$ cat src/rtl/fmd_pkg.sv
// fmd_pkg: shared types and constants for the fm polar discriminator
// holds the datapath widths, the vector struct that moves between cells and
// the cordic angle table; no dependencies
package fmd_pkg;

  // datapath widths
  localparam int XY_W         = 64;   // product and cordic vector width
  localparam int TURN_W       = 32;   // angle accumulator, 2^TURN_W counts a turn
  localparam int NORM_TOP     = 58;   // normalised magnitude stays below 2^NORM_TOP
  localparam int NORM_STEPS   = 6;    // binary shift steps 32,16,8,4,2,1
  localparam int CORDIC_STEPS = 32;

  typedef logic signed [XY_W-1:0] fmd_xy_t;
  typedef logic [TURN_W-1:0]      fmd_turn_t;

  // half a turn, start angle for vectors in the left half plane
  localparam fmd_turn_t TURN_HALF = fmd_turn_t'(1) << (TURN_W - 1);

  // vector and angle carried along the chain
  typedef struct packed {
    logic      zero;
    fmd_xy_t   x;
    fmd_xy_t   y;
    fmd_turn_t acc;
  } fmd_vec_t;

  // atan(2^-k) in units of 2^-32 turn
  localparam fmd_turn_t TURN_TABLE [CORDIC_STEPS] = '{
    32'h2000_0000, 32'h12E4_051E, 32'h09FB_385B, 32'h0511_11D4,
    32'h028B_0D43, 32'h0145_D7E1, 32'h00A2_F61E, 32'h0051_7C55,
    32'h0028_BE53, 32'h0014_5F2F, 32'h000A_2F98, 32'h0005_17CC,
    32'h0002_8BE6, 32'h0001_45F3, 32'h0000_A2FA, 32'h0000_517D,
    32'h0000_28BE, 32'h0000_145F, 32'h0000_0A30, 32'h0000_0518,
    32'h0000_028C, 32'h0000_0146, 32'h0000_00A3, 32'h0000_0051,
    32'h0000_0029, 32'h0000_0014, 32'h0000_000A, 32'h0000_0005,
    32'h0000_0003, 32'h0000_0001, 32'h0000_0001, 32'h0000_0000
  };

endpackage

$ cat src/rtl/fmd_front.sv
// fmd_front: previous-sample register and conjugate product front end
// two stages: four registered multiplies, then the x / y sums
// depends on fmd_pkg
module fmd_front import fmd_pkg::*; #(
  parameter int SAMPLE_WIDTH = 16
) (
  input  logic                           clk,
  input  logic                           rst_n,
  input  logic                           en,
  input  logic                           in_vld,
  input  logic signed [SAMPLE_WIDTH-1:0] in_i,
  input  logic signed [SAMPLE_WIDTH-1:0] in_q,
  output logic                           out_vld,
  output fmd_vec_t                       out_vec
);

  localparam int PROD_W = 2 * SAMPLE_WIDTH;
  localparam int PRE    = (PROD_W > 60) ? (PROD_W - 60) : 0;

  logic signed [SAMPLE_WIDTH-1:0] prior_i_r, prior_q_r;
  logic signed [PROD_W-1:0]       p_ac_r, p_bd_r, p_bc_r, p_ad_r;
  logic signed [PROD_W-1:0]       p_ac_nxt, p_bd_nxt, p_bc_nxt, p_ad_nxt;
  logic                           p_vld_r;
  logic                           vec_vld_r;
  fmd_vec_t                       vec_r, vec_nxt;
  fmd_xy_t                        ac_s, bd_s, bc_s, ad_s;

  // previous sample, updated on every accepted request
  always_ff @(posedge clk) begin
    if (!rst_n) begin
      prior_i_r <= '0;
      prior_q_r <= '0;
    end else if (en && in_vld) begin
      prior_i_r <= in_i;
      prior_q_r <= in_q;
    end
  end

  // sample times conjugate of previous sample, partial products
  always_comb begin
    p_ac_nxt = PROD_W'(in_i) * PROD_W'(prior_i_r);
    p_bd_nxt = PROD_W'(in_q) * PROD_W'(prior_q_r);
    p_bc_nxt = PROD_W'(in_q) * PROD_W'(prior_i_r);
    p_ad_nxt = PROD_W'(in_i) * PROD_W'(prior_q_r);
  end

  always_ff @(posedge clk) begin
    if (en) begin
      p_ac_r <= p_ac_nxt;
      p_bd_r <= p_bd_nxt;
      p_bc_r <= p_bc_nxt;
      p_ad_r <= p_ad_nxt;
    end
  end

  // floor prescale for wide samples, then real and imaginary sums
  always_comb begin
    ac_s    = fmd_xy_t'(p_ac_r >>> PRE);
    bd_s    = fmd_xy_t'(p_bd_r >>> PRE);
    bc_s    = fmd_xy_t'(p_bc_r >>> PRE);
    ad_s    = fmd_xy_t'(p_ad_r >>> PRE);
    vec_nxt = '{zero: 1'b0, x: ac_s + bd_s, y: bc_s - ad_s, acc: '0};
  end

  always_ff @(posedge clk) begin
    if (en) begin
      vec_r <= vec_nxt;
    end
  end

  // stage valids
  always_ff @(posedge clk) begin
    if (!rst_n) begin
      p_vld_r   <= 1'b0;
      vec_vld_r <= 1'b0;
    end else if (en) begin
      p_vld_r   <= in_vld;
      vec_vld_r <= p_vld_r;
    end
  end

  assign out_vld = vec_vld_r;
  assign out_vec = vec_r;

endmodule

$ cat config.mk
export PLATFORM = sky130hd
export DESIGN_NAME = fmd_front
export DESIGN_NICKNAME = d
export VERILOG_FILES = /design/src/rtl/fmd_pkg.sv /design/src/rtl/fmd_front.sv
export SDC_FILE = /design/constraint.sdc
export NUM_CORES = 2
export LEC_CHECK = 0
export BUFFER_PORTS_ARGS = -buffer_cell sky130_fd_sc_hd__buf_2
export CAP_MARGIN = 20
export CORE_UTILIZATION = 59
export DETAILED_ROUTE_END_ITERATION = 8
export PLACE_DENSITY = 0.8
export SYNTH_ARGS = -nofsm -noshare
export SYNTH_HDL_FRONTEND = slang
export SYNTH_SLANG_ARGS = --single-unit
$ cat constraint.sdc
create_clock -name clk -period 5.7 [get_ports clk]
set_input_delay 0.285 -clock clk [delete_from_list [all_inputs] [get_ports clk]]
set_output_delay 0.285 -clock clk [all_outputs]
set_load 0.02 [all_outputs]
==> impl_metrics.json <==
{
  "drv_cap": 0,
  "synth_edf_count": 194,
  "std_cell_rows": 107,
  "synth.distinct_cells": 76,
  "antenna_found_initial": 5,
  "r2r-start": "prior_i_r[4]",
  "layout.area.seq_sq_um": 6583,
  "worstSetupEndpointType": "flip-flop",
  "grt_pass1_wl_mm": 212.7,
  "grt_pass1_vias": 41580,
  "ys_top_cells_by_count": "inv_1 (1228), fa_1 (1050), nand2_1 (602)",
  "synth_top_area_share_pct": 41.52,
  "synthMuxAreaShare_pct": 0.1211,
  "drt_iter0_markers": 3291,
  "avgSynthCellArea_sq_um": 9.513,
  "cts_root_buffer": "clkbuf_16",
  "crit_path_start": "prior_i_r[4]",
  "grt.total_usage_pct": 31.39,
  "grt_start_max_net_pins": 94,
  "switching_share_pct": 46.24,
  "setup_viol": 50,
  "synth_xor_xnor_area_share_pct": 3.252,
  "whs_path_depth": 4,
  "reg2reg_to": "p_bc_r[31]",
  "yosysMostFrequentCell": "inv_1",
  "htreeDepth": 1,
  "clkTransAtPathRegs_ns": 0.07,
  "wl_per_cell_um": 19.19,
  "tightest_slew_ns": 0.9744,
  "areaGrowthSynthToFinish_pct": 20.03,
  "cp_top_family": "adder cells",
  "netlist_instances": 5322,
  "die_area_sq_um": 86980,
  "power_switching_mw": 8.073,
  "crit_required_ns": 6.05,
  "cts_tree": "yes",
  "die-height_um": 294.9,
  "crit_fanout": 5,
  "gp_congestion": 0.9461,
  "fin_nets": 7421,
  "drc_errors": 0,
  "clk_path_buf_depth": 3,
  "ys_seq_elements": 228,
  "die_width_um": 294.9,
  "synthTopCellsByArea": "fa_1 (42%), edfxtp_1 (12%), ha_1 (9.7%)",
  "routed-via-count": 39310,
  "min_to": "prior_i_r[3]",
  "post-route-period-util_pct": 106.4,
  "synth_compound_area_share_pct": 6.648,
  "rr_worst_depth": 21,
  "p_clk_share_pct": 11.0,
  "rsz0062_at_grt": "yes",
  "synth_fa_ha_area_share_pct": 51.21,
  "cts-hold-fix-buffers": 0,
  "finalWirelength_mm": 136.5,
  "critPathMostFrequentCell": "fa_1",
  "synthArstFlopShare_pct": 0,
  "reg2reg_slack_ns": -0.37,
  "finalMaxSlewViolations": 0,
  "port_buffers": 164,
  "skew_ns": 0.04085,
  "intPower_mw": 9.385,
  "slew_headroom_pct": 35.04,
  "fillCellCount": 5777,
  "critical-path-slowest-cell": "fa_1",
  "hp-class": "input port to flip-flop",
  "fin_ws_ns": -0.3666,
  "hp-start": "in_i[3]",
  "status": "finished, violations left",
  "criticalPathCategory": "flip-flop to flip-flop",
  "io_pins": 198,
  "synthSimpleGateAreaFrac_pct": 13.76,
  "worst-path-buf-inv": 5,
  "synth-seq-area-share_pct": 12.85,
  "clock_latency_ns": 0.63,
  "overflow": 0,
  "power_density_nw_per_um2": 287.3,
  "path_cells": "buf_12, and2_4, fa_1, inv_2, fa_1, fa_1, inv_2, fa_1, fa_1, inv_2, fa_1, inv_2, ha_4, nand3_4, or4_4, o2111ai_4, a41oi_4, o21ai_2, o21a_1, nor2_1, xnor2_1",
  "yosys.area.top_type": "fa_1",
  "total_power_mw": 17.46,
  "viasPerCell": 5.526,
  "crit_arrival_ns": 6.41,
  "ant_nets": 0,
  "dpl_worst_slack_ns": -0.9151,
  "power_frac_seq_pct": 18.4,
  "dp_hpwl_mm": 104.1,
  "cpPeakStageDelay_ns": 0.57,
  "drive_gt1_share_pct": 22.69,
  "final.min_clock_period_ns": 6.067,
  "finalNonFillerCells": 7114,
  "start_util_pct": 59.55,
  "synth_top_family_by_area": "adder cells",
  "peakVddDrop_mv": 0.2946,
  "p_leak_nw": 30.82,
  "whs_ns": 0.1049,
  "synth_top_flop_cell": "edfxtp_1",
  "max_freq_mhz": 164.8,
  "startpoint_type": "flip-flop",
  "combPwrFrac_pct": 70.6,
  "coreArea_sq_um": 85010,
  "cts-buffers-inserted": 30,
  "yosysWarningCount": 0,
  "drt_first_pass_iters": 8,
  "place_inst": 6940,
  "clkSinkCount": 228,
  "netlist_area_sq_um": 50630,
  "failed_checks": "setup timing",
  "multiInputGateArea_sq_um": 39960,
  "hold_violations": 0
}
[placed cells by master, fill, tap and decap left out, types with 107 or more instances in the layout]
| master | n |
|---|---|
| and2_1 | 459 |
| buf_2 | 164 |
| buf_4 | 566 |
| edfxtp_1 | 194 |
| fa_1 | 992 |
| ha_1 | 344 |
| inv_1 | 1162 |
| nand2_1 | 571 |
| nor2_1 | 107 |
| xnor2_1 | 136 |
[worst register-to-register path, stage by stage (launching register included)]
cell       delay [ns]
dfxtp_4          0.37
buf_12           0.14
and2_4           0.16
fa_1             0.55
inv_2            0.05
fa_1             0.48
fa_1             0.51
inv_2            0.05
fa_1             0.52
fa_1             0.57
inv_2            0.04
fa_1             0.49
inv_2            0.05
ha_4             0.30
nand3_4          0.08
or4_4            0.50
o2111ai_4        0.28
a41oi_4          0.19
o21ai_2          0.18
o21a_1           0.12
nor2_1           0.04
xnor2_1          0.11
[final cells by class]
class	instances	area share, %
inverters	1228	7.589
clock inverters	17	0.2615
clock buffers	39	1.291
multi-input cells	3584	65.75
diodes	3	0.01235
flip-flops and latches	228	10.83
well taps	1144	2.355
repair buffers	871	11.91
[worst max path at each step]
| stage | endpoint | slack [ns] | cells past startpoint |
|---|---|---|---|
| final | p_bc_r[31] | -0.37 | 21 |
| after global routing | p_bc_r[31] | -0.49 | 22 |
| after CTS | p_bc_r[30] | -0.30 | 23 |
| after detailed placement | p_ad_r[30] | -0.92 | 21 |
| after global placement | p_ad_r[30] | -0.90 | 21 |
| after floorplan | p_ac_r[27] | -0.04 | 20 |
[power groups by stage]
stage | Combinational, mW | Sequential [mW] | Clock [mW]
after floorplan | 7.52 | 3.30 | 0
after detailed placement | 11.1 | 3.23 | 0
after global routing | 13.5 | 3.26 | 1.99
after CTS | 11.7 | 3.20 | 1.94
after global placement | 10.7 | 3.22 | 0
final | 12.3 | 3.21 | 1.92
[per-stage QoR]
stage                     utilization [%]   TNS, ns  area (sq um)
after floorplan                         -  -0.09687         51190
after global placement              66.60    -20.94         56620
after detailed placement            66.60    -25.55         56620
after CTS                           69.45    -6.731         59040
after global routing                71.48    -17.12         60770
final                               71.48    -9.016         60770
[flip-flops by register name, summed over array words and instances, names as in the netlist]
| signal | flops |
|---|---|
| out_vec | 66 |
| out_vld | 1 |
| p_ac_r | 32 |
| p_ad_r | 32 |
| p_bc_r | 32 |
| p_bd_r | 32 |
| p_vld_r | 1 |
| prior_i_r | 16 |
| prior_q_r | 16 |
[logic make-up (layout without fill, tap and decap cells)]
family,after synthesis,in the layout
buffers and inverters,1542,2155
adders and majority gates,1442,1442
and+or+nand+nor,1407,1407
AOI/OAI and AO/OA,508,508
DFF,228,228
xor gates and xnor gates,188,188
muxes,6,6
other,1,36
[layer usage]
| metal | routed length [um] | track usage (%) |
|---|---|---|
| met3 | 11170 | 4.383 |
| met4 | 9097 | 16.70 |
| met1 | 49990 | 40.02 |
| met2 | 66230 | 52.18 |
| met5 | 22 | 0 |
[what timing repair did]
action	CTS	global route
endpoints found under the setup margin	71	70
pin swaps	145	246
hold endpoints to repair	0	0
setup buffers	59	61
cloned	0	5
gates resized for setup	246	328
(Power assumes the default switching activity.)
