**src/rtl/fmd_pkg.sv**
```systemverilog
// fmd_pkg: shared types and constants for the fm polar discriminator
// holds the datapath widths, the vector struct that moves between cells and
// the cordic angle table; no dependencies
package fmd_pkg;

  // datapath widths
  localparam int XY_W         = 64;   // product and cordic vector width
  localparam int TURN_W       = 32;   // angle accumulator, 2^TURN_W counts a turn
  localparam int NORM_TOP     = 58;   // normalised magnitude stays below 2^NORM_TOP
  localparam int NORM_STEPS   = 6;    // binary shift steps 32,16,8,4,2,1
  localparam int CORDIC_STEPS = 32;

  typedef logic signed [XY_W-1:0] fmd_xy_t;
  typedef logic [TURN_W-1:0]      fmd_turn_t;

  // half a turn, start angle for vectors in the left half plane
  localparam fmd_turn_t TURN_HALF = fmd_turn_t'(1) << (TURN_W - 1);

  // vector and angle carried along the chain
  typedef struct packed {
    logic      zero;
    fmd_xy_t   x;
    fmd_xy_t   y;
    fmd_turn_t acc;
  } fmd_vec_t;

  // atan(2^-k) in units of 2^-32 turn
  localparam fmd_turn_t TURN_TABLE [CORDIC_STEPS] = '{
    32'h2000_0000, 32'h12E4_051E, 32'h09FB_385B, 32'h0511_11D4,
    32'h028B_0D43, 32'h0145_D7E1, 32'h00A2_F61E, 32'h0051_7C55,
    32'h0028_BE53, 32'h0014_5F2F, 32'h000A_2F98, 32'h0005_17CC,
    32'h0002_8BE6, 32'h0001_45F3, 32'h0000_A2FA, 32'h0000_517D,
    32'h0000_28BE, 32'h0000_145F, 32'h0000_0A30, 32'h0000_0518,
    32'h0000_028C, 32'h0000_0146, 32'h0000_00A3, 32'h0000_0051,
    32'h0000_0029, 32'h0000_0014, 32'h0000_000A, 32'h0000_0005,
    32'h0000_0003, 32'h0000_0001, 32'h0000_0001, 32'h0000_0000
  };

endpackage

```
**src/rtl/fmd_norm_cell.sv**
```systemverilog
// fmd_norm_cell: one step of the binary normalising shift
// doubles x and y together SHIFT times when both stay in range
// depends on fmd_pkg
module fmd_norm_cell import fmd_pkg::*; #(
  parameter int SHIFT = 1
) (
  input  logic     clk,
  input  logic     rst_n,
  input  logic     en,
  input  logic     in_vld,
  input  fmd_vec_t in_vec,
  output logic     out_vld,
  output fmd_vec_t out_vec
);

  localparam int      LIM     = NORM_TOP - SHIFT;
  localparam fmd_xy_t POS_LIM = fmd_xy_t'(1) <<< LIM;
  localparam fmd_xy_t NEG_LIM = -POS_LIM;

  logic     fits;
  logic     vld_r;
  fmd_vec_t vec_r, vec_nxt;

  // shift only while the larger magnitude stays below the limit
  always_comb begin
    fits    = (in_vec.x < POS_LIM) && (in_vec.x > NEG_LIM) &&
              (in_vec.y < POS_LIM) && (in_vec.y > NEG_LIM);
    vec_nxt = in_vec;
    if (fits) begin
      vec_nxt.x = in_vec.x <<< SHIFT;
      vec_nxt.y = in_vec.y <<< SHIFT;
    end
  end

  always_ff @(posedge clk) begin
    if (!rst_n) begin
      vld_r <= 1'b0;
    end else if (en) begin
      vld_r <= in_vld;
    end
  end

  always_ff @(posedge clk) begin
    if (en) begin
      vec_r <= vec_nxt;
    end
  end

  assign out_vld = vld_r;
  assign out_vec = vec_r;

endmodule

```
**config.mk**
```make
export PLATFORM = sky130hd
export DESIGN_NAME = fmd_norm_cell
export DESIGN_NICKNAME = d
export VERILOG_FILES = /design/src/rtl/fmd_pkg.sv /design/src/rtl/fmd_norm_cell.sv
export SDC_FILE = /design/constraint.sdc
export NUM_CORES = 1
export LEC_CHECK = 0
export ABC_AREA = 1
export BUFFER_PORTS_ARGS = -buffer_cell sky130_fd_sc_hd__buf_2
export CAP_MARGIN = 25
export CORE_ASPECT_RATIO = 2
export CORE_MARGIN = 4
export CORE_UTILIZATION = 40
export DETAILED_ROUTE_END_ITERATION = 8
export PLACE_DENSITY = 0.72
export SLEW_MARGIN = 20
export SYNTH_ARGS = -nofsm -noshare
export SYNTH_HDL_FRONTEND = slang
export SYNTH_SLANG_ARGS = --single-unit
```
**constraint.sdc**
```tcl
create_clock -name clk -period 2.3 [get_ports clk]
set_input_delay 0.46 -clock clk [delete_from_list [all_inputs] [get_ports clk]]
set_output_delay 0.46 -clock clk [all_outputs]
set_load 0.01 [all_outputs]
```
==> impl_metrics.ini, run 1 <==
[clock_network]
holdBufCountCts = 0
postCtsSetupBuffers = 0
cts.sink_count = 162
cts_inserted_buffers = 17
clock_latency_ps = 410
cts.clk_slew.worst_paths_ps = 60
h-tree-depth = 4
cts_resized = 0
clk_path_buf_depth = 2
cts_root_buf = clkbuf_16
cts_tree = yes

[detailed_routing]
num_vias = 6408
antenna_left = 0
detail_route.vias_per_cell = 5.18
wl_per_cell_um = 17.9
drt_wl_total_mm = 22.1
drc = 0
drt_iter0_drc = 324
firstDrtPassIters = 5

[synth]
synth_top_area_share_pct = 66.1
ys_seq_area_share_pct = 66.3
synth_cell_types = 23
synth.ff_latch_count = 162
synth_area_mm2 = 0.00732
avgSynthCellArea_um2 = 10.3
yosys.area.top_type = edfxtp_1
synth_cells = 712
synthTopCellsByArea = edfxtp_1 (66%), nand2_1 (14%), nand4_1 (10%)
syn-num-nets = 877
yosys_warnings = 0

[floorplanning]
coreArea_mm2 = 0.0179
start_util_pct = 41.0
core.rowCount = 69
die_area_mm2 = 0.0207
die_x_um = 104
die_h_um = 199
ios = 327

[status]
status = complete, no violations

[worst_setup_path]
crit_buf_inv = 3
r2r_start = out_vld
crit_top_cell = nand2_1
crit_path_end_kind = flop
criticalPathCategory = in2reg
crit_family = simple AND/OR/NAND/NOR gates
reg2reg_slack_ps = 1650
crit_arrival_ps = 2140
path_max_fanout = 17
cp-start-kind = input pin
crit_chain = buf_2 > nand2_1 > nor2_1 > inv_1 > nor2_1 > nand2_1 > nor2_1 > nand2_4 > nand3_4 > buf_4 > nand2_1 > nand2_1
slowest_delay_ps = 270
startpoint = in_vec[159]
slowest_stage = buf_4
regToRegEndpoint = out_vld
worstPathRequired_ps = 2580
ff2ff_path_depth = 2

[global_route]
grt_max_degree = 98
grt_usage_pct = 20.7
gr-total-overflow = 0
grt_pass1_vias = 6337
antenna_found_initial = 0
grt_pass1_wl_mm = 33.5

[pwr]
p_comb_share_pct = 12.8
swShare_pct = 24.3
p_leak_nw = 4.45
clockPowerShare_pct = 36.4
ir_worst_vdd_uv = 467
p_total_mw = 7.09
switchingPower_mw = 1.72
internal_power_mw = 5.36
sequentialPowerShare_pct = 50.8
pwr_density_cell_mw_per_mm2 = 730

[layout]
fill_cells = 1643
multiInputGateArea_mm2 = 0.00217
final_layout_size_suffix_gt1_share_pct = 36.5
instances_no_fill = 1237
area_delta_synth_final_pct = 32.5
final_net_count = 1176
final_cell_area_mm2 = 0.00970
seq_area_mm2 = 0.00485

[hold_path]
hp-start = in_vec[11]
hold_depth = 1
min_to = out_vec[11]
hp-class = in2reg

[timing]
clock_skew_ps = 0
fmax_ghz = 0.538
finalSetupViolCount = 0
tightest_slew_ps = 585
whs_ps = 220
rsz0062_at_grt = false
drv_slew = 0
min_period_ps = 1860
period_share_pct = 80.8
hold_viol_final = 0
maxSlewHeadroom_pct = 61.0
timing.setup.tns_ps = 0

[placement]
place.gp.congestion = 0.845
portBuffers = 326
placed_cells = 1205
placed_cell_area_mm2 = 0.00917
dpl.hpwl_mm = 16.4

[job]
cap_violations = 0
-- Yosys cell counts --
cell	count
inv_2	1
nand3_4	1
nand2_1	269
nand3_2	1
nand2_2	1
buf_6	1
nand4_1	117
buf_1	5
buf_4	6
dfxtp_1	1
nor2_1	80
inv_1	7
nor2_2	1
nor2_4	1
o21ai_0	1
or2_1	3
edfxtp_1	161
and2_1	1
a21oi_1	1
nor3_1	1
nand3_1	4
clkbuf_1	27
buf_2	21
-- state kept, by name (all words and copies together) (netlist names) --
register	count
out_vec	161
out_vld	1
-- layer usage --
metal	vias to the layer above	wire (µm)	share of wire (%)	GRT usage [%]
li1	3098	-	-	-
met1	2988	7750	35	21.8
met2	286	12200	55	39.5
met3	36	1450	6.6	4.66
met4	0	671	3.0	8.93
met5	-	0	0	0
-- stage by stage --
step,utilization (%),setup WS [ps]
5_1_grt,54.3,237
3_3_place_gp,51.3,3.13
2_1_floorplan,-,487
6_report,54.3,443
4_1_cts,54.3,407
3_5_place_dp,51.3,-47.1
-- worst max-delay path by stage --
| stage | to | slack, ps | cells past startpoint |
|---|---|---|---|
| 2_1_floorplan | out_vec[104] | 490 | 9 |
| 3_3_place_gp | out_vec[104] | 3 | 12 |
| 3_5_place_dp | out_vec[77] | -50 | 12 |
| 4_1_cts | out_vec[77] | 410 | 12 |
| 5_1_grt | out_vec[77] | 240 | 12 |
| 6_report | out_vec[102] | 440 | 12 |
-- logic make-up (layout without fill, tap and decap cells) --
family / after synthesis / count (layout) / share of synthesized area [%]
AND/OR/NAND/NOR: 480 / 480 / 29.3
buffers and inverters: 68 / 379 / 4.26
flip-flops: 162 / 162 / 66.3
other: 0 / 1 / 0
AO/OA/AOI/OAI: 2 / 2 / 0.137
-- area by class of cell --
cell class                 count  area share (%)
sequential                   162            50.0
multi-input combinational    482            22.3
timing repair buffer         340            19.1
clock buffer                  19            4.46
tap                          213            2.75
clock inverter                12           0.967
inverter                       8           0.310
antenna                        1          0.0258
-- placed cells by master (no fill, tap or decap), drive strengths merged --
cell type  synthesis  layout
nor3               1       1
nand3              6       6
buf               33     340
and2               1       1
or2                3       3
edfxtp           161     161
clkinvlp           0       3
a21oi              1       1
bufinv             0       1
nand4            117     117
o21ai              1       1
clkbuf            27      19
diode              0       1
inv                8       8
dfxtp              1       1
nor2              82      82
nand2            270     270
clkinv             0       8
-- power groups by stage --
stage / sequential, mW / clock (mW) / combinational (mW)
2_1_floorplan: 3.81 / 0 / 0.196
3_3_place_gp: 3.66 / 0 / 0.895
4_1_cts: 3.60 / 2.65 / 0.913
3_5_place_dp: 3.66 / 0 / 0.912
6_report: 3.60 / 2.58 / 0.904
5_1_grt: 3.62 / 2.76 / 0.991
Note: power is estimated with default switching activity, not from simulation.
==> run 2: changes to the inputs <==
ABC_AREA = 0   (was 1)
PLACE_DENSITY = 0.73   (was 0.72)
clock period = 1.55 ns   (was 2.3 ns; I/O delays follow)
==> run 2 against run 1 <==
The run now ends with negative setup slack left. Via count is 25% higher. Sequential share of layout area is 10 points lower. Non-clock buffer count is 166 higher. Critical endpoint is now out_vec[81].
==> impl_metrics.ini, run 2 <==
[synth]
synthTopCellsByArea = edfxtp_1 (60%), a221o_1 (6.8%), o21ai_0 (6.4%)
yosys.area_share.simple_pct = 12.2
synth_flop_cell = edfxtp_1
synth_top_family_by_area = compound AO/OA/AOI/OAI gates
avgSynthCellArea_um2 = 11.4
synth_top_area_share_pct = 60.0
synth-compound-area-share_pct = 19.9
synth_most_common_cell = edfxtp_1
synth_xor_area_share_pct = 0
yosys-top-cells-count = edfxtp_1 (161), o21ai_0 (103), nor3_1 (61)
synth.ff_latch_count = 162
yosys.area.top_type = edfxtp_1
synth_edf_count = 161
muxShareOfSynthArea_pct = 0.497
synth_cell_types = 34
synth_cells = 706
synth_area_mm2 = 0.00806
ys_seq_area_share_pct = 60.2
async_reset_ff_share_pct = 0
syn-num-nets = 871
yosys_warnings = 0
yosys.area_share.adder_pct = 0

[timing]
finalSetupViolCount = 116
maxSlewHeadroom_pct = 70.0
whs_ps = 43.6
rsz0062_at_grt = true
period_share_pct = 126
tightest_slew_ps = 450
timing.setup.tns_ps = -40500
min_period_ps = 1950
drv_slew = 0
layout_setup_ws_ps = -404
fmax_ghz = 0.512
hold_viol_final = 0
clock_skew_ps = 0

[placement]
placed_cells = 1387
place_ws_ps = -1010
portBuffers = 326
place.gp.congestion = 0.871
placed_cell_area_mm2 = 0.0113
dpl.hpwl_mm = 21.1

[layout]
area_delta_synth_final_pct = 51.1
layout_common_cells = buf_2 (321), edfxtp_1 (161), buf_4 (153)
fin_util_pct = 61.5
instances_no_fill = 1427
n_antenna_cell = 0
largest_register_ffs = 161
fill_cells = 1625
final_layout_size_suffix_gt1_share_pct = 49.6
final_common_cell = buf_2
final_cell_area_mm2 = 0.0122
final_net_count = 1317

[hold_path]
hp-start = in_vec[6]
hold_depth = 1
hp-class = in2reg
min_to = out_vec[6]

[worst_setup_path]
r2r_start = out_vld
criticalPathCategory = in2reg
regToRegEndpoint = out_vld
crit_path_end_kind = flop
path_max_fanout = 25
crit_arrival_ps = 2140
ff2ff_path_depth = 2
worstPathRequired_ps = 1730
cp-start-kind = input pin
reg2reg_slack_ps = 960

[detailed_routing]
wl_met1_mm = 9.27
drt_iter0_drc = 450
num_vias = 7981
drt_wl_total_mm = 28.7
wl_met2_mm = 16.0
highest_layer = met4
antenna_left = 0
drc = 0
firstDrtPassIters = 5
wl_met3_mm = 1.86
detail_route.vias_per_cell = 5.59
wl_per_cell_um = 20.1

[global_route]
grt_max_degree = 59
grt_pass1_wl_mm = 42.6
grt_usage_pct = 24.7
antenna_found_initial = 0
gr-total-overflow = 0
grt_pass1_vias = 8030

[clock_network]
clock_latency_ps = 440
cts.clk_slew.worst_paths_ps = 70
cts_root_buf = clkbuf_16
cts_tree = yes
cts.sink_count = 162
holdBufCountCts = 0
cts_inserted_buffers = 17
h-tree-depth = 4
clk_path_buf_depth = 2

[floorplanning]
die_x_um = 108
core.rowCount = 73
coreArea_mm2 = 0.0198
ios = 327
die_h_um = 209
die_area_mm2 = 0.0226
start_util_pct = 40.7

[pwr]
p_leak_nw = 5.38
pwr_density_cell_mw_per_mm2 = 909
p_total_mw = 11.1
ir_worst_vdd_uv = 753

[job]
cap_violations = 0

[status]
status = complete, but fails checks
failed_checks = negative setup slack
## run 2: cell types whose count changed after synthesis, moves of 33 or more
cell / delta
clkbuf_1: +33
and3_1: +56
nand2_1: -261
inv_1: +50
nor3_1: +60
a22oi_1: +57
a221o_1: +55
o21ai_0: +102
nor2_1: -76
nand4_1: -111
## run 2: worst max path at each step
stage	from	endpoint	slack, ps	cells past startpoint
final	in_vec[137]	out_vec[81]	-400	9
after floorplan	in_vec[157]	out_vec[68]	-440	7
after detailed placement	in_vec[96]	out_vec[139]	-1010	8
after global placement	in_vec[63]	out_vec[130]	-1020	8
after global routing	in_vec[96]	out_vec[153]	-450	9
after CTS	in_vec[96]	out_vec[81]	-360	8
## run 2: layout make-up
class                   instances  area [µm²]  share of cell area (%)
flip-flops and latches        162        4850                    39.9
clock inverters                15         166                    1.37
repair buffers                506        3310                    27.2
inverters                      57         214                    1.76
well taps                     262         328                    2.69
clock buffers                  17         425                    3.49
multi-input cells             408        2880                    23.7
## run 2: repair_timing
item,in CTS,in global routing
resized for setup,58,24
setup buffers,6,2
pin swaps,12,3
gates cloned,2,0
endpoints found under the setup margin,116,116
## run 2: cells by family after synthesis
logic type / Yosys count
DFF: 162
muxes: 3
AOI/OAI and AO/OA: 233
buffers and inverters: 136
and+or+nand+nor: 172
## run 2: power breakdown
group          internal [mW]  switching [mW]  leakage (nW)
Sequential              5.20          0.0996          1.58
Combinational          0.769           0.861          3.51
Clock                   2.16            1.99         0.282
Total                   8.13            2.95          5.38
## run 2: layer usage
layer,vias to the layer above,global-route usage [%]
met3,82,4.42
li1,3664,-
met2,416,46.3
met5,-,0
met4,0,14.6
met1,3819,24.6
## run 2: worst max-delay path: stages
cell and delay (ps):
buf_2 110, nor4_2 370, buf_4 180, nand3_1 120, nor4_4 290, buf_4 180
a21oi_4 100, buf_12 170, a221o_1 310
